**src/rtl/gcd_sqrt_cell.sv**
```systemverilog
// ----------------------------------------------------------------------------
// Great-circle distance square-root cell
// One restoring integer square-root step (one result bit), registered.
// ----------------------------------------------------------------------------
module gcd_sqrt_cell #(
    parameter int STEP = 0
) (
    input  logic        aclk,
    input  logic        en,
    input  logic [61:0] rem_in,
    input  logic [30:0] root_in,
    input  logic [35:0] side_in,
    output logic [61:0] rem_out,
    output logic [30:0] root_out,
    output logic [35:0] side_out
);
    localparam int BPOS = 60 - 2 * STEP;

    logic [61:0] rem_next;
    logic [30:0] root_next;
    logic [61:0] trial;
    logic [61:0] rem_reg;
    logic [30:0] root_reg;
    logic [35:0] side_reg;

    // Root bits so far placed at weight 2^(30-STEP); the trial is (2r+1)*2^(BPOS).
    assign trial = ({31'd0, root_in} << (31 - STEP)) | (62'd1 << BPOS);

    always_comb begin
        if (rem_in >= trial) begin
            rem_next  = rem_in - trial;
            root_next = root_in | (31'd1 << (30 - STEP));
        end else begin
            rem_next  = rem_in;
            root_next = root_in;
        end
    end

    always_ff @(posedge aclk) begin
        if (en) begin
            rem_reg  <= rem_next;
            root_reg <= root_next;
            side_reg <= side_in;
        end
    end

    assign rem_out  = rem_reg;
    assign root_out = root_reg;
    assign side_out = side_reg;
endmodule

```
**config.mk**
```make
export PLATFORM = sky130hd
export DESIGN_NAME = gcd_sqrt_cell
export DESIGN_NICKNAME = d
export VERILOG_FILES = /design/src/rtl/gcd_sqrt_cell.sv
export SDC_FILE = /design/constraint.sdc
export NUM_CORES = 1
export LEC_CHECK = 0
export BUFFER_PORTS_ARGS = -buffer_cell sky130_fd_sc_hd__buf_2
export CELL_PAD_IN_SITES_DETAIL_PLACEMENT = 0
export CELL_PAD_IN_SITES_GLOBAL_PLACEMENT = 1
export CORE_MARGIN = 4
export CORE_UTILIZATION = 33
export CTS_BUF_LIST = sky130_fd_sc_hd__clkbuf_16
export CTS_CLUSTER_DIAMETER = 40
export DETAILED_ROUTE_END_ITERATION = 7
export PLACE_DENSITY = 0.74
export SLEW_MARGIN = 10
export SYNTH_ARGS = -nofsm -noshare
export SYNTH_HDL_FRONTEND = slang
export SYNTH_SLANG_ARGS = --single-unit
```
**constraint.sdc**
```tcl
create_clock -name aclk -period 3.2 [get_ports aclk]
set_input_delay 0.64 -clock aclk [delete_from_list [all_inputs] [get_ports aclk]]
set_output_delay 0.64 -clock aclk [all_outputs]
set_load 0.005 [all_outputs]
```
======== After elaboration in Yosys (flattened, before gate mapping) ========
Index checks and enable logic that the tools add are counted.
cells by class
  reduce and logical (&&, ||, !) cells .... 0
  shift-type cells ........................ 0
  mux-type cells .......................... 1
  add/sub/neg operators ................... 1
  equality and inequality tests ........... 0
  order comparisons ....................... 1
  multiply operators ...................... 0
  bitwise gates (word level) .............. 0
  divide/modulo/power cells ............... 0
operator list
  operator          count
  $ge A62 B62 Y1    1
  $mux W62          1
  $sub A62 B62 Y62  1
storage, ports and cells
  memories kept ........................... 0
  bits in writable memories ............... 0
  bits in latches ......................... 0
  bits in read-only memories .............. 0
  register bits ........................... 129
  output and inout port bits .............. 129

======== Longest topological paths before layout ========
  depth in word-level cells ............... 2
  depth in mapped cells ................... 13

======== Least setup slack after synthesis ========
OpenSTA, ideal clock, no wires.
  path kind ............................... input -> register
  start ................................... input rem_in[31]
  end ..................................... register rem_reg[49], in the netlist rem_out[49] (data pin)
  setup slack ............................. 0.171 ns
  arrival ................................. 2.769 ns
  stages .................................. 12
  setup time .............................. 0.261 ns
  data required time ...................... 2.939 ns
  path through ............................ inv_1 ha_1 inv_1 fa_1 a21o_1 a221o_1 and2_1 o41ai_2 o21ai_1 a21boi_1 xor2_1 a21oi_1
between the ends
  cells in the longest elaborated chain, start to end .. 2
  elaborated cells between the ends (all ways) .. 3
  classes of those cells .................. 1 x add/sub; 1 x order compare; 1 x mux
ends and longest elaborated chain
  element                                             line    RTL
  from (decl)                                         10      input logic [61:0] rem_in,
  $sub A62 B62 Y62 or $ge A62 B62 Y1 (tied branches)  31, 30
  $mux W62 *                                          30      if (rem_in >= trial) begin
  named net rem_next[49]                              19      logic [61:0] rem_next;
  to (signal assigned)                                41      rem_reg <= rem_next;
  to (decl)                                           22      logic [61:0] rem_reg;
Mark *: on every way through the listed nets, which the timed path passes. The rest lies on a longest branch.
A chain may end at the register's enable or synchronous reset.

======== Worst setup path after layout ========
Ends and elaborated chain as after synthesis.

==> results.cfg <==
[run_status]
status = finished, final reports clean

[finish]
layout.nets = 933
fill_cells = 1725
final_common_cell = buf_2
mostFrequentLayoutCells = buf_2, edfxtp_1, a21oi_1
syn2layout_area_growth_pct = 38.37
drive_gt1_frac = 0.4247
stdcell_count = 1015

[routing]
ant_nets = 0
route.detailed.drc = 0
wl_per_cell_um = 17.87
vias_per_cell = 4.824
dr.pass1.iters = 4
num_vias = 4896
wl_mm = 18.14
first_iter_violations = 292

[yosys]
synth_area_per_cell_um2 = 12.69
synth_edf_count = 129
synth_top_flop_cell = edfxtp_1
syn_inst = 479
mappedNetlistNets = 641
synthArstFlopShare = 0
yosysUniqueCellTypes = 52
ys_seq_elements = 129
synth_top_area_cell = edfxtp_1
yosys_warnings = 0
syn_area_um2 = 6081
synth_top_area_frac = 0.6370
yosys-top-cells-area = edfxtp_1, ha_1, a21oi_1
seq_area_frac_synth = 0.6370

[floorplan]
initial_core_util = 0.3374
die_area_um2 = 20660
std_cell_rows = 49
io_pins = 260
dieWidth_um = 143.7
core_um2 = 18020
fp.dieH_um = 143.7

[cts]
post_cts_buffers = 0
cts-buffers-inserted = 17
hold_buffers = 0
cts_tree = built
cts_resized = 0
cts_buffer_depth = 2
htreeDepth = 4
cts_sinks = 129
clkTransAtPathRegs_ps = 60
clockRootBuffer = clkbuf_16

[pwr]
p_total_uw = 4722
powerDensity_nw_per_um2 = 561.2
max-vdd-ir-drop_mv = 0.3642
cellLeakagePower_uw = 0.003752

[critical_path]
cpPeakStageDelay_ps = 380
cp.required_ps = 3370
cp-end-kind = register
setup.worst_path.start_class = input pin
slowest_stage = fa_1
cpMostUsedCell = inv_1
cp_cell_sequence = buf_2 > inv_1 > ha_1 > inv_1 > fa_1 > a21o_1 > a221o_1 > and2_1 > o41ai_2 > o21ai_1 > a21boi_1 > xor2_1 > a21oi_1
critPathKind = in2reg
critPathArrivalTime_ps = 3090
cp_max_fo = 3

[grt]
grt_max_degree = 87
grt_pass1_vias = 4934
grt_first_pass_wirelength_mm = 26.77
antenna_found_initial = 4
grt.overflow.total = 0
track_usage = 0.1703

[placed_design]
finalWeightedCongestion = 0.8497
dp_cells = 981
hpwl_mm = 14.72
io_buffers = 259

[timing]
tns_ps = 0
rsz0062_at_grt = false
setup_violations = 0
tightest_slew_ps = 579.1
post-route-period-util = 0.9127
period_needed_ps = 2921
drv_slew = 0
hold_slack_ps = 393.2
hold_violations = 0
slew-limit-headroom = 0.6098
max_freq_mhz = 342.4

[flow_run]
drv_cap = 0

[worst_hold_path]
min_path_type = in2reg
## cell usage after synthesis, types with 3 or more instances
cell	count
a21o_1	17
a21oi_1	46
and2_1	5
and4_1	4
buf_2	8
buf_4	3
clkbuf_1	8
edfxtp_1	129
ha_1	30
inv_1	32
mux2_2	3
nand2_1	38
nand3_1	4
nand4_1	11
nor2_1	25
nor3_1	11
nor4_1	8
o211ai_1	3
o21a_1	4
o21ai_0	27
o31ai_1	3
xnor2_1	14
xor2_1	11
## through the flow
step | setup WS (ps) | utilization | cell area [µm²]
6_report | 279.4 | 0.4668 | 8414
4_1_cts | 298.0 | 0.4665 | 8409
3_5_place_dp | -146.4 | 0.4351 | 7843
2_1_floorplan | 170.9 | - | 6081
3_3_place_gp | -117.8 | 0.4351 | 7843
5_1_grt | 165.8 | 0.4667 | 8412
## routing by layer
layer / up-vias / wire, µm / GRT usage
met5: - / 34 / 0
met4: 6 / 357 / 0.06392
met3: 34 / 1736 / 0.06389
met2: 176 / 8858 / 0.2880
met1: 2279 / 7151 / 0.1972
li1: 2401 / - / -
## worst max-delay path: cells and delay by family
kind / cells / cell delay [ps]
adder cells (fa/ha/maj): 2 / 540
XOR/XNOR: 1 / 170
AO/OA/AOI/OAI: 6 / 1330
buffers and inverters: 3 / 230
AND/OR/NAND/NOR: 1 / 170
## flip-flops by register name (all words and copies together) (netlist names)
| register | count |
|---|---|
| rem_out | 62 |
| root_out | 31 |
| side_out | 36 |
## final timing paths
path	from	to	slack [ps]	cells after the start
max	rem_in[31]	rem_out[49]$_DFFE_PP_	280	13
min	side_in[31]	side_out[31]$_DFFE_PP_	390	1
## cell families (layout without fill, tap and decap cells)
logic type,after synthesis,in the layout,share of synthesized area
compound gates,122,122,0.1255
xor+xnor,25,25,0.03601
fa+ha+maj,31,31,0.06502
buf+inv,52,357,0.03683
flops,129,129,0.6370
mux,3,3,0.005555
other cells,0,2,0
simple gates,117,117,0.09404
## cell type report
cell class	count	area [µm²]	share of cell area
antenna	2	5.005	0.0005948
clock buffer	17	425.4	0.05056
clock inverter	15	141.4	0.01680
inverter	32	120.1	0.01428
multi-input combinational	298	1983	0.2357
sequential	129	3874	0.4604
tap	229	286.5	0.03405
timing repair buffer	293	1579	0.1877
## report_power, final
group | total [µW] | switching (µW) | internal [µW] | leakage (µW)
clock network | 1860 | 827 | 1030 | 0.000272
logic | 798 | 428 | 369 | 0.00222
registers | 2070 | 36.8 | 2030 | 0.00126
Power figures use the tool's default switching activity.
