File: src/rtl/gcd_pkg.sv
// ----------------------------------------------------------------------------
// Great-circle distance package
// Shared constants, fixed-point widths and the CORDIC arctangent table.
// ----------------------------------------------------------------------------
package gcd_pkg;

    localparam int DEF_ANGLE_FRAC_BITS = 16;
    localparam int DEF_CORDIC_STAGES   = 24;
    localparam int MAX_STAGES          = 32;

    // Working width of the CORDIC datapath: Q30 values up to about 4, plus sign and margin.
    localparam int CW = 36;

    localparam logic signed [CW-1:0] Q30_ONE    = 36'sd1073741824;
    localparam logic signed [CW-1:0] Q30_PI     = 36'sd3373259426;
    localparam logic signed [CW-1:0] GAIN_INV   = 36'sd652032874;
    localparam logic [24:0]          DEG2RAD    = 25'd18740330;
    localparam logic [22:0]          EARTH_R_M  = 23'd6371000;
    localparam logic [24:0]          MAX_DIST_M = 25'd20015087;

    function automatic logic signed [CW-1:0] atan_lut(input logic [4:0] i);
        logic signed [CW-1:0] v;
        case (i)
            5'd0:  v = 36'sd843314856;
            5'd1:  v = 36'sd497837829;
            5'd2:  v = 36'sd263043836;
            5'd3:  v = 36'sd133525158;
            5'd4:  v = 36'sd67021686;
            5'd5:  v = 36'sd33543515;
            5'd6:  v = 36'sd16775850;
            5'd7:  v = 36'sd8388437;
            5'd8:  v = 36'sd4194282;
            5'd9:  v = 36'sd2097149;
            5'd10: v = 36'sd1048575;
            5'd11: v = 36'sd524287;
            5'd12: v = 36'sd262143;
            5'd13: v = 36'sd131071;
            5'd14: v = 36'sd65535;
            5'd15: v = 36'sd32767;
            5'd16: v = 36'sd16383;
            5'd17: v = 36'sd8191;
            5'd18: v = 36'sd4095;
            5'd19: v = 36'sd2047;
            5'd20: v = 36'sd1023;
            5'd21: v = 36'sd511;
            5'd22: v = 36'sd255;
            5'd23: v = 36'sd127;
            5'd24: v = 36'sd63;
            5'd25: v = 36'sd31;
            5'd26: v = 36'sd15;
            5'd27: v = 36'sd8;
            5'd28: v = 36'sd4;
            5'd29: v = 36'sd2;
            5'd30: v = 36'sd1;
            default: v = '0;
        endcase
        return v;
    endfunction

    // CORDIC cell payload (x, y, z), used by the rotation and vectoring cells.
    typedef struct packed {
        logic signed [CW-1:0] x;
        logic signed [CW-1:0] y;
        logic signed [CW-1:0] z;
    } rot_t;

    typedef struct packed {
        logic valid;
        logic flip;
        logic inv_a;
        logic inv_b;
    } tag_t;

endpackage

File: src/rtl/gcd_rot_cell.sv
// ----------------------------------------------------------------------------
// Great-circle distance rotation cell
// One rotation-mode CORDIC iteration for a fixed shift, registered.
// ----------------------------------------------------------------------------
module gcd_rot_cell #(
    parameter int SHIFT = 0
) (
    input  logic          aclk,
    input  logic          en,
    input  gcd_pkg::rot_t d_in,
    output gcd_pkg::rot_t d_out
);
    import gcd_pkg::*;

    rot_t d_next;
    rot_t d_reg;
    logic signed [CW-1:0] atn;

    assign atn = atan_lut(5'(SHIFT));

    always_comb begin
        d_next = d_in;
        if (!d_in.z[CW-1]) begin
            d_next.x = d_in.x - (d_in.y >>> SHIFT);
            d_next.y = d_in.y + (d_in.x >>> SHIFT);
            d_next.z = d_in.z - atn;
        end else begin
            d_next.x = d_in.x + (d_in.y >>> SHIFT);
            d_next.y = d_in.y - (d_in.x >>> SHIFT);
            d_next.z = d_in.z + atn;
        end
    end

    always_ff @(posedge aclk) begin
        if (en) begin
            d_reg <= d_next;
        end
    end

    assign d_out = d_reg;
endmodule

File: config.mk
export PLATFORM = sky130hd
export DESIGN_NAME = gcd_rot_cell
export DESIGN_NICKNAME = d
export VERILOG_FILES = /design/src/rtl/gcd_pkg.sv /design/src/rtl/gcd_rot_cell.sv
export SDC_FILE = /design/constraint.sdc
export NUM_CORES = 1
export LEC_CHECK = 0
export BUFFER_PORTS_ARGS = -buffer_cell sky130_fd_sc_hd__buf_2
export CAP_MARGIN = 20
export CORE_MARGIN = 2
export CORE_UTILIZATION = 40
export CTS_CLUSTER_SIZE = 12
export DETAILED_ROUTE_END_ITERATION = 12
export PLACE_DENSITY = 0.74
export SYNTH_ARGS = -nofsm -noshare
export SYNTH_HDL_FRONTEND = slang
export SYNTH_SLANG_ARGS = --single-unit
File: constraint.sdc
create_clock -name aclk -period 4.7 [get_ports aclk]
set_clock_uncertainty 0.1 [all_clocks]
set_input_delay 0.94 -clock aclk [delete_from_list [all_inputs] [get_ports aclk]]
set_output_delay 0.94 -clock aclk [all_outputs]
set_load 0.02 [all_outputs]
After elaboration in Yosys (flattened, before gate mapping):

Index checks and enable logic that the tools add are counted.

* add/sub/neg operators: 5
* $mul: 0
* div/mod/pow operators: 0
* magnitude comparators: 0
* equal/unequal tests: 0
* shifts and indexed selects: 0
* multiplexer cells: 1
* bitwise gates (word level): 0
* reduce and logical (&&, ||, !) cells: 0

Operators with widths (number)
* $mux W108: 1
* $sub A36 B36 Y36: 2
* $add A36 B31 Y36 const B: 1
* $add A36 B36 Y36: 1
* $sub A36 B31 Y36 const B: 1

* register bits after elaboration: 108
* latch bits: 0
* RAM bits: 0
* memory bits (read-only): 0
* output and inout bits: 108
* memories kept: 0

Longest topological paths before layout:

Gate-level depths: netlist (run 1).

* depth after elaboration: 2
* gate-level depth with buffers: 13
* depth with buffers taken out: 12

Least setup slack after synthesis (run 1):

No wires, ideal clock.

* kind: input to register
* start: input port d_in[35] in the netlist's numbering
* end: register d_reg, in the netlist d_out[34], data pin
* data arrival time: 4.119 ns
* data required time: 4.339 ns
* path slack: 0.220 ns
* stages on the path: 13
* buffers on the path: 2
* cell sequence: inv_1 -> clkbuf_1 -> buf_1 -> ha_1 -> a211oi_1 -> nor2_1 -> o31a_1 -> a21oi_1 -> o41ai_1 -> a221o_1 -> a221oi_2 -> or3_1 -> nand3_1

RTL lines
* start, declared: RTL line gcd_rot_cell.sv:10 `input gcd_pkg::rot_t d_in,`
* end signal, assigned: RTL line gcd_rot_cell.sv:36 `d_reg <= d_next;`
* end, declared: RTL line gcd_rot_cell.sv:16 `rot_t d_reg;`

==> results of run 1 <==
==> critical path, stage by stage <==
cell	delay, ps
buf_2	110
inv_1	50
ha_1	360
buf_4	210
a2111o_1	470
o21ai_1	350
a21boi_1	230
o41ai_1	610
a21oi_1	300
nor3b_1	230
a211oi_1	220
xnor2_1	110
==> final timing paths <==
| kind | start | to | slack (ps) |
|---|---|---|---|
| hold / removal | d_in[0] | d_out[0] | 650 |
| setup / recovery | d_in[42] | d_out[69] | 490 |
==> through the flow <==
step | setup WS (ps) | utilization | total power [W] | instance area (um^2)
after floorplan | 220 | - | 0.00240 | 11200
after global placement | 329 | 0.457 | 0.00289 | 12700
after detailed placement | 345 | 0.457 | 0.00290 | 12700
after CTS | 683 | 0.468 | 0.00373 | 13000
after global routing | 371 | 0.468 | 0.00393 | 13000
final | 494 | 0.468 | 0.00372 | 13000
==> power groups by stage <==
stage          Sequential (W)  Clock, W  Combinational, W
6_report              0.00130  0.000819           0.00160
5_1_grt               0.00132  0.000869           0.00174
4_1_cts               0.00130  0.000839           0.00159
3_5_place_dp          0.00132         0           0.00158
3_3_place_gp          0.00132         0           0.00157
2_1_floorplan         0.00153         0          0.000872
==> logic make-up after synthesis <==
group	Yosys count	share of synthesized area
AOI/OAI and AO/OA	470	0.268
xor gates and xnor gates	88	0.0686
adders and majority gates	140	0.159
buffers and inverters	187	0.0659
DFF	107	0.286
muxes	12	0.0109
and+or+nand+nor	320	0.142
==> per-layer routing <==
metal	global-route usage	vias to the layer above
met5	0	-
met4	0.0752	2
met3	0.0377	66
met2	0.399	503
met1	0.298	5080
li1	-	5188
==> synth_stat cells, drive strengths merged (7+ instances only) <==
| library cell | instances |
|---|---|
| nand2b | 15 |
| or2 | 7 |
| nor4 | 9 |
| nand4 | 21 |
| o221ai | 9 |
| o31a | 8 |
| nor2b | 14 |
| inv | 130 |
| nand2 | 63 |
| a31oi | 8 |
| and3 | 7 |
| nand3 | 23 |
| nor3 | 23 |
| buf | 30 |
| o21bai | 32 |
| a211oi | 17 |
| o21ai | 94 |
| a21boi | 8 |
| o31ai | 13 |
| o211ai | 13 |
| edfxtp | 107 |
| mux2i | 10 |
| ha | 136 |
| xnor2 | 82 |
| or3 | 7 |
| a21o | 29 |
| o21a | 17 |
| a21oi | 173 |
| clkbuf | 23 |
| nor2 | 107 |
==> final cells by class <==
type / instances / area, um^2 / share of cell area
Inverter: 134 / 503 / 0.0388
Sequential cell: 107 / 3210 / 0.248
Clock buffer: 9 / 225 / 0.0174
Clock inverter: 6 / 81.3 / 0.00627
Tap cell: 378 / 473 / 0.0365
Timing Repair Buffer: 230 / 1190 / 0.0917
Multi-Input combinational cell: 1030 / 7280 / 0.562
==> flow_summary.toml, run 1 <==
[run_status]
outcome = "finished clean"

[setup_path]
critical_path_required_ps = 4700
path_class = "primary input to flip-flop"
end_kind = "flip-flop"
crit_arrival_ps = 4200
crit_path_max_fanout = 11
startpoint_type = "primary input"

[detailed_routing]
met2_length_um = 16300
via_per_inst = 5.72
met3WireLength_um = 2730
drc = 0
highest_layer = "met5"
vias = 10800
drtIter0Drc = 1223
ant_nets = 0
finalWirelength_um = 34800
drt-met1-wl_um = 14800
wl_per_cell_um = 18.4
dr.pass1.iters = 5

[clocking]
cts_sinks = 107
cts_made_buffers = 9
clockBufferDepth = 2
cts-resized-gates = 0
h-tree-depth = 3
cts-root-buf = "clkbuf_16"
path_clk_slew_ps = 70
cts_tree = "built"
post_cts_buffers = 0
cts_hold_buf = 0

[final_layout]
final_cells = 1894
nFillCells = 2743
area.growth.synth_to_final_pct = 15.4
layout-drive-gt1-share = 0.181
layout_commonest_cell = "buf_2"
largest_reg_flops = 107
layout_common_cells = "215 x buf_2, 173 x a21oi_1, 136 x ha_1"
finalNetCount = 1762
antenna_cells = 0

[power_and_ir_drop]
p_seq_frac = 0.350
leakagePower_nw = 5.70
sw_frac_of_total = 0.383
powerDensity_mw_per_mm2 = 287
p_clk_frac = 0.220
switchingPower_w = 0.00142
power_frac_comb = 0.431
internal_power_w = 0.00230
peakVddDrop_v = 0.000150

[synth]
ys_async_sr_fraction = 0
synth-edff-count = 107
avgSynthCellArea_um2 = 8.49
synth_fp_nets = 1574
syn_inst = 1324
synthDistinctLibCells = 80
synth_seq_cells = 107
synth_area_mm2 = 0.0112
yosysTopAreaCellShare = 0.286
synth_top_area_cell = "edfxtp_1"
synth_flop_cell = "edfxtp_1"
synthTopCellsByArea = "edfxtp_1 29%, ha_1 15%, a21oi_1 7.7%"
ys_seq_area_frac = 0.286
yosysWarnings = 0

[timing]
hold_viol = 0
fin_crit_sh = 0.895
max_slew.worst_pin.slew_ps = 939
fmax_mhz = 238
finalSetupViolCount = 0
rsz0062_at_grt = "no"
slew_headroom = 0.374
tns_ps = 0
hold_slack_ps = 651
drv_slew = 0
timing.final.crit_period_ps = 4210

[placed_design]
post-place-cells = 1879
placement.io_buffers = 217
place_congestion = 0.950
dpl.hpwl_um = 27600

[global_route]
track_usage = 0.233
grt_max_degree = 87
grt_overflow = 0
antenna_found_initial = 1
grt_pass1_wl_um = 54000
grt_pass1_vias = 10400

[floorplan]
initial_core_util = 0.406
floorplan.rows = 61
die_h_um = 172
die-area_mm2 = 0.0294
design.core.area_mm2 = 0.0277
die_w_um = 172
boundaryPins = 218

[job]
max_cap_viol_count = 0

[worst_hold_path]
holdPathStages = 1
hp-class = "primary input to flip-flop"
Note: power is estimated with default switching activity, not from simulation.
==> inputs of run 2 (changes only) <==
--- a/config.mk
+++ b/config.mk
@@ -8,10 +8,10 @@
 export BUFFER_PORTS_ARGS = -buffer_cell sky130_fd_sc_hd__buf_2
 export CAP_MARGIN = 20
 export CORE_MARGIN = 2
-export CORE_UTILIZATION = 40
+export CORE_UTILIZATION = 52
 export CTS_CLUSTER_SIZE = 12
 export DETAILED_ROUTE_END_ITERATION = 12
-export PLACE_DENSITY = 0.74
+export PLACE_DENSITY = 0.9
 export SYNTH_ARGS = -nofsm -noshare
 export SYNTH_HDL_FRONTEND = slang
 export SYNTH_SLANG_ARGS = --single-unit
==> flow_summary.toml, run 2 (synthesis gave the netlist of run 1 again) <==
[run_status]
outcome = "finished clean"

[floorplan]
die-area_mm2 = 0.0228
boundaryPins = 218
design.core.area_mm2 = 0.0211
die_h_um = 151
die_w_um = 151
floorplan.rows = 53
initial_core_util = 0.533

[timing]
layout_setup_ws_ps = 682
drv_slew = 0
rsz0062_at_grt = "no"
hold_slack_ps = 648
tns_ps = 0
timing.final.crit_period_ps = 4020
max_slew.worst_pin.slew_ps = 730
fin_crit_sh = 0.855
fmax_mhz = 249
slew_headroom = 0.509
finalSetupViolCount = 0
hold_viol = 0

[clocking]
clockBufferDepth = 2
cts_sinks = 107
cts_hold_buf = 0
path_clk_slew_ps = 80
cts-root-buf = "clkbuf_16"
cts_made_buffers = 9
post_cts_buffers = 0
h-tree-depth = 3
cts-resized-gates = 0
cts_tree = "built"

[global_route]
grt_overflow = 0
grt_pass1_vias = 10600
antenna_found_initial = 0
grt_max_degree = 54
track_usage = 0.297
grt_pass1_wl_um = 53800

[detailed_routing]
drc = 0
wl_per_cell_um = 19.3
ant_nets = 0
via_per_inst = 6.19
dr.pass1.iters = 6
drtIter0Drc = 1072
finalWirelength_um = 34700
vias = 11100

[final_layout]
nFillCells = 1844
layout_commonest_cell = "buf_2"
area.growth.synth_to_final_pct = 14.1
finalNetCount = 1762
stdcell_area_mm2 = 0.0128
largest_reg_flops = 107
layout_common_cells = "215 x buf_2, 173 x a21oi_1, 136 x ha_1"
layout-drive-gt1-share = 0.182

[placed_design]
postPlaceCellArea_mm2 = 0.0125
place_ws_ps = 387
placement.io_buffers = 217
place_congestion = 1.01
dpl.hpwl_um = 27100

[setup_path]
path_class = "primary input to flip-flop"
startpoint_type = "primary input"
crit_arrival_ps = 4030
crit_path_start = "d_in[48]"
critical_path_required_ps = 4710
crit_path_max_fanout = 13
end_kind = "flip-flop"

[worst_hold_path]
hp-class = "primary input to flip-flop"
min_from = "d_in[1]"

[power_and_ir_drop]
internal_power_w = 0.00221
powerDensity_mw_per_mm2 = 288
power_frac_comb = 0.437
sw_frac_of_total = 0.401
p_seq_frac = 0.354
switchingPower_w = 0.00148
leakagePower_nw = 5.69
p_clk_frac = 0.209
peakVddDrop_v = 0.000180

[job]
max_cap_viol_count = 0
[run 2: changes by cell type in the layout (fill, tap and decap cells not counted), sizes merged]
cell    before  now
bufinv       2    0
diode        0    2
clkinv       8    7
inv        130  133
[run 2: final timing paths]
path / endpoint / slack [ps] / cells after the start
worst max-delay path: d_out[59] / 680 / 12
worst min-delay path: d_out[1] / 650 / 1
[run 2: layout make-up]
cell class / instances / area (um^2) / share of cell area
clock buffer: 9 / 225 / 0.0176
timing repair buffer: 230 / 1190 / 0.0927
sequential: 107 / 3210 / 0.251
clock inverter: 6 / 57.6 / 0.00449
antenna: 2 / 5.00 / 0.000390
multi-input combinational: 1030 / 7280 / 0.568
inverter: 134 / 503 / 0.0392
tap: 275 / 344 / 0.0268
[run 2: metrics by stage]
stage / util / power (W) / cells
final: 0.608 / 0.00369 / 1793
after global routing: 0.608 / 0.00387 / 1791
after CTS: 0.608 / 0.00367 / 1791
after detailed placement: 0.594 / 0.00290 / 1776
after global placement: 0.594 / 0.00288 / 1776
after floorplan: - / 0.00240 / 1324
[run 2: routing by layer]
| metal | share of wire | vias to the layer above | global-route usage | wire (um) |
|---|---|---|---|---|
| met3 | 0.095 | 120 | 0.0542 | 3290 |
| met5 | 0 | - | 0 | 0 |
| met4 | 0.043 | 0 | 0.133 | 1480 |
| met2 | 0.47 | 612 | 0.499 | 16200 |
| met1 | 0.40 | 5167 | 0.373 | 13700 |
| li1 | - | 5192 | - | - |
[run 2: critical path, stage by stage]
cell	delay [ps]
buf_2	110
inv_1	50
ha_1	480
nor4_1	730
nor3b_2	320
a21boi_1	240
a211oi_2	90
nor2b_1	210
o31ai_2	330
a221oi_1	160
o2bb2ai_1	270
xnor2_1	110
[run 2: power groups by stage]
stage	combinational, W	sequential [W]	clock, W
2_1_floorplan	0.000872	0.00153	0
3_3_place_gp	0.00155	0.00132	0
3_5_place_dp	0.00157	0.00133	0
4_1_cts	0.00158	0.00131	0.000778
5_1_grt	0.00174	0.00132	0.000807
6_report	0.00161	0.00131	0.000771
