<file path="config.mk">
export PLATFORM = sky130hd
export DESIGN_NAME = gcd_vec_cell
export DESIGN_NICKNAME = d
export VERILOG_FILES = /design/src/rtl/gcd_pkg.sv /design/src/rtl/gcd_vec_cell.sv
export SDC_FILE = /design/constraint.sdc
export NUM_CORES = 1
export LEC_CHECK = 0
export BUFFER_PORTS_ARGS = -buffer_cell sky130_fd_sc_hd__clkbuf_2
export CORE_ASPECT_RATIO = 0.75
export CORE_MARGIN = 8
export CORE_UTILIZATION = 41
export CTS_CLUSTER_DIAMETER = 100
export CTS_CLUSTER_SIZE = 28
export DETAILED_ROUTE_END_ITERATION = 12
export PLACE_DENSITY = 0.71
export REMOVE_ABC_BUFFERS = 1
export SLEW_MARGIN = 20
export SYNTH_ARGS = -nofsm -noshare
export SYNTH_HDL_FRONTEND = slang
export SYNTH_SLANG_ARGS = --single-unit
</file>
<file path="constraint.sdc">
create_clock -name aclk -period 5.25 [get_ports aclk]
set_input_delay 0.525 -clock aclk [delete_from_list [all_inputs] [get_ports aclk]]
set_output_delay 0.525 -clock aclk [all_outputs]
set_load 0.01 [all_outputs]
</file>
<file path="src/rtl/gcd_pkg.sv">
// ----------------------------------------------------------------------------
// Great-circle distance package
// Shared constants, fixed-point widths and the CORDIC arctangent table.
// ----------------------------------------------------------------------------
package gcd_pkg;

    localparam int DEF_ANGLE_FRAC_BITS = 16;
    localparam int DEF_CORDIC_STAGES   = 24;
    localparam int MAX_STAGES          = 32;

    // Working width of the CORDIC datapath: Q30 values up to about 4, plus sign and margin.
    localparam int CW = 36;

    localparam logic signed [CW-1:0] Q30_ONE    = 36'sd1073741824;
    localparam logic signed [CW-1:0] Q30_PI     = 36'sd3373259426;
    localparam logic signed [CW-1:0] GAIN_INV   = 36'sd652032874;
    localparam logic [24:0]          DEG2RAD    = 25'd18740330;
    localparam logic [22:0]          EARTH_R_M  = 23'd6371000;
    localparam logic [24:0]          MAX_DIST_M = 25'd20015087;

    function automatic logic signed [CW-1:0] atan_lut(input logic [4:0] i);
        logic signed [CW-1:0] v;
        case (i)
            5'd0:  v = 36'sd843314856;
            5'd1:  v = 36'sd497837829;
            5'd2:  v = 36'sd263043836;
            5'd3:  v = 36'sd133525158;
            5'd4:  v = 36'sd67021686;
            5'd5:  v = 36'sd33543515;
            5'd6:  v = 36'sd16775850;
            5'd7:  v = 36'sd8388437;
            5'd8:  v = 36'sd4194282;
            5'd9:  v = 36'sd2097149;
            5'd10: v = 36'sd1048575;
            5'd11: v = 36'sd524287;
            5'd12: v = 36'sd262143;
            5'd13: v = 36'sd131071;
            5'd14: v = 36'sd65535;
            5'd15: v = 36'sd32767;
            5'd16: v = 36'sd16383;
            5'd17: v = 36'sd8191;
            5'd18: v = 36'sd4095;
            5'd19: v = 36'sd2047;
            5'd20: v = 36'sd1023;
            5'd21: v = 36'sd511;
            5'd22: v = 36'sd255;
            5'd23: v = 36'sd127;
            5'd24: v = 36'sd63;
            5'd25: v = 36'sd31;
            5'd26: v = 36'sd15;
            5'd27: v = 36'sd8;
            5'd28: v = 36'sd4;
            5'd29: v = 36'sd2;
            5'd30: v = 36'sd1;
            default: v = '0;
        endcase
        return v;
    endfunction

    // CORDIC cell payload (x, y, z), used by the rotation and vectoring cells.
    typedef struct packed {
        logic signed [CW-1:0] x;
        logic signed [CW-1:0] y;
        logic signed [CW-1:0] z;
    } rot_t;

    typedef struct packed {
        logic valid;
        logic flip;
        logic inv_a;
        logic inv_b;
    } tag_t;

endpackage

</file>
<file path="src/rtl/gcd_vec_cell.sv">
// ----------------------------------------------------------------------------
// Great-circle distance vectoring cell
// One vectoring-mode CORDIC iteration for a fixed shift, registered.
// ----------------------------------------------------------------------------
module gcd_vec_cell #(
    parameter int SHIFT = 0
) (
    input  logic          aclk,
    input  logic          en,
    input  gcd_pkg::rot_t d_in,
    output gcd_pkg::rot_t d_out
);
    import gcd_pkg::*;

    rot_t d_next;
    rot_t d_reg;
    logic signed [CW-1:0] atn;

    assign atn = atan_lut(5'(SHIFT));

    always_comb begin
        d_next = d_in;
        if (d_in.y > 0) begin
            d_next.x = d_in.x + (d_in.y >>> SHIFT);
            d_next.y = d_in.y - (d_in.x >>> SHIFT);
            d_next.z = d_in.z + atn;
        end else begin
            d_next.x = d_in.x - (d_in.y >>> SHIFT);
            d_next.y = d_in.y + (d_in.x >>> SHIFT);
            d_next.z = d_in.z - atn;
        end
    end

    always_ff @(posedge aclk) begin
        if (en) begin
            d_reg <= d_next;
        end
    end

    assign d_out = d_reg;
endmodule

</file>
After elaboration in Yosys (flattened, before gate mapping)
Cells that the tools add are included.
{"block": "totals", "out_inout_bits": 108, "word_cells": 10, "register_bits": 108, "input_bits": 110}
{"block": "op_classes", "muxes": 1, "addsub": 5, "n_lt_le_gt_ge": 1}
{"op": "$mux W108", "n": 1}
{"op": "$sub A36 B36 Y36", "n": 2}
{"op": "$add A36 B31 Y36 const B", "n": 1}
{"op": "$add A36 B36 Y36", "n": 1}
{"op": "$gt A36 B1 Y1 const B", "n": 1}
{"op": "$sub A36 B31 Y36 const B", "n": 1}

Depth between registers and ports, before layout
Gate-level depths: netlist (run 1).
{"block": "depth", "ltp_word": 2, "ltp_mapped": 17, "mapped_depth_nobuf": 15}

Worst setup path before layout (run 1)
OpenSTA, ideal clock, no wires.
{"block": "synth_timing", "path_kind": "input-to-reg", "startpoint": "input d_in[37] (netlist bit)", "endpoint": "register d_reg, in the netlist d_out[32] (data pin)", "arrival_time_ps": 4548, "path_stages": 16, "path_buffers": 2, "path_slack_ps": 521, "setup_ps": 180, "required_time_ps": 5070, "cell_sequence": "nor4_1 -> nand4_1 -> nor2_1 -> a41o_1 -> clkbuf_1 -> clkbuf_1 -> ha_1 -> and3_1 -> a221oi_1 -> nor2_1 -> a221oi_1 -> o21ai_1 -> and2_1 -> a31o_2 -> a2111o_1 -> o311ai_1"}
{"element": "start, declared", "line_no": "gcd_vec_cell.sv:10", "rtl": "input gcd_pkg::rot_t d_in,"}
{"element": "end signal, assigned", "line_no": "gcd_vec_cell.sv:36", "rtl": "d_reg <= d_next;"}
{"element": "end, declared", "line_no": "gcd_vec_cell.sv:16", "rtl": "rot_t d_reg;"}

==> results of run 1 <==
logic make-up after synthesis:
group,Yosys count
and+or+nand+nor,303
xor gates and xnor gates,98
AOI/OAI and AO/OA,425
adders and majority gates,141
muxes,19
DFF,107
buffers and inverters,160
metal layers:
layer  track usage, %  wire length (µm)  part of all wire [%]
met3             6.10              3560                   9.9
met5                0                32                 0.089
met1             29.6             16200                    45
met4             4.82               558                   1.6
met2             33.8             15600                    43
metrics by stage:
stage / cell area (µm²) / setup TNS [ns] / hold WS [ns] / power (W)
detailed placement: 12300 / 0 / 0.704 / 0.00249
CTS: 12600 / 0 / 0.299 / 0.00324
finish: 12600 / 0 / 0.321 / 0.00322
floorplan: 10700 / -57.05 / 0.624 / 0.00201
global route: 12600 / 0 / 0.298 / 0.00340
global placement: 12300 / 0 / 0.704 / 0.00247
worst paths after layout:
kind,startpoint,end,slack [ns]
max,d_in[69],d_out[32],0.65
min,d_in[0],d_out[0],0.32
cells in the mapped netlist, types with 4 or more instances:
library cell    n
fa_1            4
inv_1         107
o21a_1         15
clkinv_1        5
a21oi_1       135
o211ai_1       13
ha_1          137
a211oi_1       16
xnor2_1        87
a2111oi_0       6
edfxtp_1      107
buf_2           7
nor3_1         23
a21boi_0        4
a21o_1         33
nand2_1        72
or3_1           4
a221oi_1        7
o21bai_1       31
a31oi_1        16
and3_1          6
a221o_1         4
clkbuf_1       31
mux2i_1        19
or2_2           5
o21ai_1         7
nor2_1        108
and2_1          5
nor2b_1        15
nor4_1         13
o21ai_0        72
o31ai_1        16
nand2b_1       14
nand3_1        12
o22ai_1         6
xor2_1         11
nand4_1        18
buf_1           7
area by class of cell:
class | instances | area, µm² | share of cell area [%]
clock inverters | 7 | 82.6 | 0.656
repair buffers | 228 | 1170 | 9.30
flip-flops and latches | 107 | 3210 | 25.5
clock buffers | 9 | 225 | 1.79
diodes | 1 | 2.50 | 0.0199
inverters | 113 | 424 | 3.37
well taps | 344 | 430 | 3.42
multi-input cells | 986 | 7040 | 55.9
worst max-delay path, stage by stage:
cell      delay (ns)
clkbuf_2        0.13
nor4_1          0.53
nand4_1         0.22
nor2_1          0.14
a41o_2          0.34
inv_2           0.13
ha_1            0.36
and3_1          0.24
a221oi_1        0.43
nor2_1          0.08
a221oi_1        0.44
o21ai_1         0.18
and2_1          0.23
a31o_2          0.28
a2111o_1        0.41
o311ai_1        0.10
power by group through the flow:
stage	Clock, W	Combinational (W)	Sequential [W]
final	0.000730	0.00131	0.00117
after detailed placement	0	0.00129	0.00120
after global placement	0	0.00128	0.00119
after global routing	0.000785	0.00143	0.00119
after floorplan	0	0.000738	0.00127
after CTS	0.000764	0.00130	0.00118
==> results.cfg, run 1 <==
[clock_tree]
path_clk_slew_ns = 0.08
numCtsBuffers = 9
clk_path_buf_depth = 2
cts_tree = done
cts_root_buffer = clkbuf_16
cts_resized = 0
ctsHtreeMaxLevel = 3
clock_sinks = 107
postCtsHoldBufs = 0
cts_setup_buffers = 0

[die]
die_w_um = 204
die-height_um = 157
rows = 51
initial_core_util_pct = 41.8
placeableCoreArea_mm2 = 0.0260
io_pins = 218
fp.dieArea_mm2 = 0.0320

[sta]
maxSlewHeadroom_pct = 38.0
fin_crit_sh_pct = 87.7
slew_violations = 0
tightest_slew_ns = 0.918
finalSetupViolCount = 0
max_freq_mhz = 217
finalHoldViolations = 0
period_needed_ns = 4.60
rsz0062_at_grt = false
setup_ws_ns = 0.647

[yosys]
ys_seq_area_share_pct = 29.6
synth_flop_cell = edfxtp_1
synth.largest_area_cell = edfxtp_1
synth-simple-area-share_pct = 13.0
syn_area_per_cell_um2 = 8.68
synth-edff-count = 107
synth_top_family_by_area = compound AO/OA/AOI/OAI gates
synth_top_area_share_pct = 29.6
synthArstFlopShare_pct = 0
muxShareOfSynthArea_pct = 1.75
synthXorXnorAreaFrac_pct = 7.90
syn_inst = 1253
synth_seq_cells = 107
yosysWarnings = 0
yosys-top-cells-area = edfxtp_1, ha_1, xnor2_1, a21oi_1, nor2_1
synth_cell_types = 75
synthAdderAreaFrac_pct = 16.5
synth_area_mm2 = 0.0109
synth_compound_area_share_pct = 25.6

[pwr]
clockPowerShare_pct = 22.7
power_frac_seq_pct = 36.5
power.switching_w = 0.00120
p_int_w = 0.00201
netSwitchingFraction_pct = 37.4
peakVddDrop_mv = 0.180
p_per_area_mw_per_mm2 = 255
p_comb_share_pct = 40.8
leakage_nw = 5.62

[global_route]
grt_usage_pct = 21.7
antenna_found_initial = 3
grt_max_degree = 71
grt_pass1_wl_um = 55100
grt_remaining_overflow = 0
first_global_vias = 9819

[finish]
layout_commonest_cell = clkbuf_2
fin_util_pct = 48.4
layout_common_cells = clkbuf_2, ha_1, a21oi_1, nor2_1
num-nets-final = 1696
drive_above_1_share_pct = 18.3
area_delta_synth_final_pct = 15.8
instances_no_fill = 1795
largest_reg_flops = 107
n_fill_cell = 2557

[routing]
drt-wirelength-per-cell_um = 20.0
dr.pass1.iters = 6
first_iter_violations = 977
dr_total_vias = 10318
remaining_drc_errors = 0
via_per_inst = 5.75
ant_nets = 0
wl_um = 36000

[hold_path]
min_path_type = input port to register
whs_path_depth = 1

[placed_design]
placed_cells = 1778
place_ws_ns = 0.186
hpwl_um = 29300
io_buffers = 217
gp_congestion = 1.02

[worst_setup_path]
crit_fanout = 7
critPathKind = input port to register
end_kind = register
cp_data_required_time_ns = 5.43
start_kind = input port
critPathArrivalTime_ns = 4.79

[outcome]
status = finished, final reports clean

[run]
cap_violations = 0
(Power assumes the default switching activity.)
==> inputs of run 2 (changes only) <==
--- a/config.mk
+++ b/config.mk
@@ -5,7 +5,7 @@
 export SDC_FILE = /design/constraint.sdc
 export NUM_CORES = 1
 export LEC_CHECK = 0
-export BUFFER_PORTS_ARGS = -buffer_cell sky130_fd_sc_hd__clkbuf_2
+export BUFFER_PORTS_ARGS = -buffer_cell sky130_fd_sc_hd__buf_2
 export CORE_ASPECT_RATIO = 0.75
 export CORE_MARGIN = 8
 export CORE_UTILIZATION = 41
==> results.cfg, run 2 (same netlist as run 1, synthesis figures left out) <==
[outcome]
status = finished, final reports clean

[worst_setup_path]
critPathKind = input port to register
critPathArrivalTime_ns = 4.75
cp_data_required_time_ns = 5.37
crit_slowest_cell = a2111oi_0
start_kind = input port
cp_cell_sequence = buf_2 > nor4_1 > buf_4 > nand4_1 > nor2_1 > a41o_2 > inv_2 > fa_1 > nand3b_1 > a31oi_1 > o211ai_1 > a2111oi_0 > o31ai_1 > a211oi_1 > o21ai_0 > nor2b_1 > xnor2_1
cpLargestDelayFamily = compound AO/OA/AOI/OAI gates
crit_fanout = 16
cp.buffers_inverters = 3
end_kind = register
max_stage_delay_ns = 0.61

[die]
rows = 51
die_w_um = 204
fp.dieArea_mm2 = 0.0320
initial_core_util_pct = 41.8
io_pins = 218
die-height_um = 157
placeableCoreArea_mm2 = 0.0260

[finish]
layout_common_cells = buf_2, ha_1, a21oi_1, nor2_1
multi_input_area_mm2 = 0.00704
drive_above_1_share_pct = 18.1
area_delta_synth_final_pct = 15.4
n_fill_cell = 2554
layout_commonest_cell = buf_2
num-nets-final = 1691
largest_reg_flops = 107
seqCellArea_mm2 = 0.00321

[sta]
fin_crit_sh_pct = 88.2
max_freq_mhz = 216
rsz0062_at_grt = false
setup_tns_ns = 0
slew_violations = 0
period_needed_ns = 4.63
tightest_slew_ns = 1.02
finalHoldViolations = 0
setup_ws_ns = 0.621
finalSetupViolCount = 0
maxSlewHeadroom_pct = 30.4

[routing]
remaining_drc_errors = 0
via_per_inst = 5.75
drt-wirelength-per-cell_um = 20.3
ant_nets = 0
dr.pass1.iters = 5
dr_total_vias = 10306
wl_um = 36300
first_iter_violations = 804

[clock_tree]
path_clk_slew_ns = 0.08
cts_tree = done
clk_path_buf_depth = 2
postCtsHoldBufs = 0
clock_sinks = 107
cts_resized = 0
cts_setup_buffers = 0
numCtsBuffers = 9
cts_root_buffer = clkbuf_16
ctsHtreeMaxLevel = 3

[global_route]
antenna_found_initial = 6
grt_remaining_overflow = 0
grt_max_degree = 70
first_global_vias = 9960
grt_usage_pct = 21.9
grt_pass1_wl_um = 55600

[placed_design]
gp_congestion = 0.991
place_ws_ns = 0.227
hpwl_um = 28900
io_buffers = 217

[hold_path]
min_path_type = input port to register

[pwr]
peakVddDrop_mv = 0.165
leakage_nw = 5.54
power_w = 0.00317
p_per_area_mw_per_mm2 = 252

[run]
cap_violations = 0
==> run 2: cell count changes in the layout (fill, tap and decap cells not counted), sizes merged <==
cell    previous run  this run
inv              112       113
buf               12       223
bufinv             1         0
diode              1         2
clkbuf           225         9
==> run 2: cell type report <==
cell class / count / share of cell area [%]
tap: 344 / 3.43
inverter: 113 / 3.38
multi-input combinational: 986 / 56.1
sequential: 107 / 25.6
timing repair buffer: 223 / 9.14
clock inverter: 7 / 0.449
clock buffer: 9 / 1.80
antenna: 2 / 0.0399
==> run 2: path summary, 6_finish.rpt <==
path	from	endpoint	cells after the start
max	d_in[45]	d_out[31]	17
min	d_in[0]	d_out[0]	1
==> run 2: report_power, final <==
part / internal [W] / leakage, nW / switching [W] / total, W
Combinational: 0.000500 / 4.35 / 0.000815 / 0.00131
Sequential: 0.00113 / 1.05 / 0.0000340 / 0.00117
Clock: 0.000331 / 0.143 / 0.000354 / 0.000685
==> run 2: stage by stage <==
stage	hold WS [ns]	std cells	util, %	cell area (µm²)
after floorplan	0.624	1206	-	10700
after global placement	0.703	1773	47.1	12300
after detailed placement	0.704	1773	47.1	12300
after CTS	0.307	1789	48.2	12500
after global routing	0.307	1791	48.2	12500
final	0.329	1791	48.2	12500
==> run 2: layer usage <==
metal	routed length (µm)	global-route usage, %	vias to the layer above
met2	15600	33.9	490
li1	-	-	4931
met3	3280	5.50	54
met5	45	0	-
met4	627	5.23	8
met1	16700	30.3	4823
==> inputs of run 3 (changes only) <==
--- a/config.mk
+++ b/config.mk
@@ -12,7 +12,7 @@
 export CTS_CLUSTER_DIAMETER = 100
 export CTS_CLUSTER_SIZE = 28
 export DETAILED_ROUTE_END_ITERATION = 12
-export PLACE_DENSITY = 0.71
+export PLACE_DENSITY = 0.74
 export REMOVE_ABC_BUFFERS = 1
 export SLEW_MARGIN = 20
 export SYNTH_ARGS = -nofsm -noshare
==> constraint.sdc (replaced) <==
create_clock -name aclk -period 4.2 [get_ports aclk]
set_input_delay 0.42 -clock aclk [delete_from_list [all_inputs] [get_ports aclk]]
set_output_delay 0.42 -clock aclk [all_outputs]
set_load 0.01 [all_outputs]
==> results.cfg, run 3 (same netlist as run 1, synthesis figures left out) <==
[worst_setup_path]
critPathKind = input port to register
cp_data_required_time_ns = 4.32
critPathLaunch = d_in[45]
cp.buffers_inverters = 4
cp_cell_sequence = buf_2 > nor4_4 > buf_4 > nand4_1 > nor2_1 > a41o_2 > inv_2 > fa_1 > nand3b_1 > a31oi_2 > o211ai_1 > a2111oi_2 > buf_4 > o31ai_2 > a211oi_1 > o21ai_0 > a32oi_1 > xnor2_1
end_kind = register
critPathArrivalTime_ns = 4.00
cpLargestDelayFamily = compound AO/OA/AOI/OAI gates
start_kind = input port
crit_top_cell = buf_4
cp_num_cells = 18
crit_fanout = 7
crit_slowest_cell = fa_1
crit_path_end = d_out[35]
max_stage_delay_ns = 0.42

[pwr]
leakage_nw = 6.00
p_int_w = 0.00253
p_per_area_mw_per_mm2 = 302
peakVddDrop_mv = 0.214
power_w = 0.00402
p_comb_share_pct = 43.3
clockPowerShare_pct = 20.4
netSwitchingFraction_pct = 37.1
power_frac_seq_pct = 36.3
power.switching_w = 0.00149

[clock_tree]
numCtsBuffers = 9
clk_path_buf_depth = 2
clock_sinks = 107
ctsHtreeMaxLevel = 3
path_clk_slew_ns = 0.07
cts_root_buffer = clkbuf_16
postCtsHoldBufs = 0
cts_tree = done

[routing]
drt-wirelength-per-cell_um = 19.0
remaining_drc_errors = 0
via_per_inst = 5.65
dr.pass1.iters = 6
ant_nets = 0
dr_total_vias = 10684
first_iter_violations = 1077
wl_um = 35900

[finish]
layout_commonest_cell = buf_2
area_delta_synth_final_pct = 22.4
num-nets-final = 1791
drive_above_1_share_pct = 23.5
fin_area_mm2 = 0.0133
n_fill_cell = 2532
layout_common_cells = buf_2, ha_1, a21oi_1, nor2_1
largest_reg_flops = 107

[global_route]
grt_max_degree = 64
groute.layer.met1.usage_pct = 30.5
first_global_vias = 10198
grt_util_met3_pct = 6.08
grt_pass1_wl_um = 55100
grt_use_met2_pct = 31.8
grt_usage_pct = 21.7
antenna_found_initial = 7
grt_remaining_overflow = 0
grt_busiest_layer = met2

[placed_design]
place_ws_ns = -0.335
placed_cell_area_mm2 = 0.0130
hpwl_um = 29100
io_buffers = 217
gp_congestion = 0.966

[die]
rows = 51
placeableCoreArea_mm2 = 0.0260
fp.dieArea_mm2 = 0.0320
die-height_um = 157
io_pins = 218
die_w_um = 204
initial_core_util_pct = 41.8

[sta]
fin_crit_sh_pct = 92.5
period_needed_ns = 3.89
finalSetupViolCount = 0
rsz0062_at_grt = false
finalHoldViolations = 0
tightest_slew_ns = 0.796
max_freq_mhz = 257
setup_ws_ns = 0.315
maxSlewHeadroom_pct = 46.9
slew_violations = 0
hold_ws_ns = 0.220

[run]
cap_violations = 0

[outcome]
status = finished, final reports clean

[hold_path]
min_path_type = input port to register
## run 3: cell types whose count changed in the layout (fill, tap and decap cells not counted), sizes merged
cell,before,now
diode,2,3
buf,223,323
clkinvlp,0,2
inv,113,110
## run 3: layout make-up
| type | instances | area (µm²) | area share (%) |
|---|---|---|---|
| Clock inverter | 6 | 42.5 | 0.320 |
| Multi-Input combinational cell | 986 | 7080 | 53.2 |
| Inverter | 113 | 424 | 3.19 |
| Clock buffer | 9 | 225 | 1.69 |
| Antenna cell | 3 | 7.51 | 0.0564 |
| Timing Repair Buffer | 323 | 1880 | 14.2 |
| Tap cell | 344 | 430 | 3.24 |
| Sequential cell | 107 | 3210 | 24.2 |
## run 3: power by group through the flow
stage / Combinational [W] / Sequential (W) / Clock (W)
2_1_floorplan: 0.000923 / 0.00159 / 0
3_3_place_gp: 0.00170 / 0.00148 / 0
3_5_place_dp: 0.00171 / 0.00148 / 0
4_1_cts: 0.00172 / 0.00146 / 0.000851
5_1_grt: 0.00190 / 0.00148 / 0.000885
6_report: 0.00174 / 0.00146 / 0.000820
## run 3: worst min-delay path by stage
stage	startpoint	to	slack (ns)	depth (start not counted)
2_1_floorplan	d_in[0]	d_out[0]	0.52	0
3_3_place_gp	d_in[2]	d_out[2]	0.60	1
3_5_place_dp	d_in[1]	d_out[1]	0.60	1
4_1_cts	d_in[1]	d_out[1]	0.20	1
5_1_grt	d_in[2]	d_out[2]	0.21	1
6_report	d_in[1]	d_out[1]	0.22	1
## run 3: metrics by stage
step / instances / TNS, ns / util (%)
final: 1891 / 0 / 51.1
after global routing: 1891 / 0 / 51.1
after CTS: 1888 / 0 / 50.9
after detailed placement: 1873 / -1.66 / 49.9
after global placement: 1873 / -1.27 / 49.9
after floorplan: 1206 / -126.85 / -
## run 3: routing by layer
| metal | vias up | wire [µm] |
|---|---|---|
| met5 | - | 54 |
| met4 | 8 | 739 |
| met3 | 58 | 3480 |
| met2 | 528 | 14900 |
| met1 | 4937 | 16700 |
| li1 | 5153 | - |
## run 3: what timing repair did
action,in CTS,in global routing
gates resized for setup,0,6
setup endpoints to repair,0,9
buffers inserted,0,0
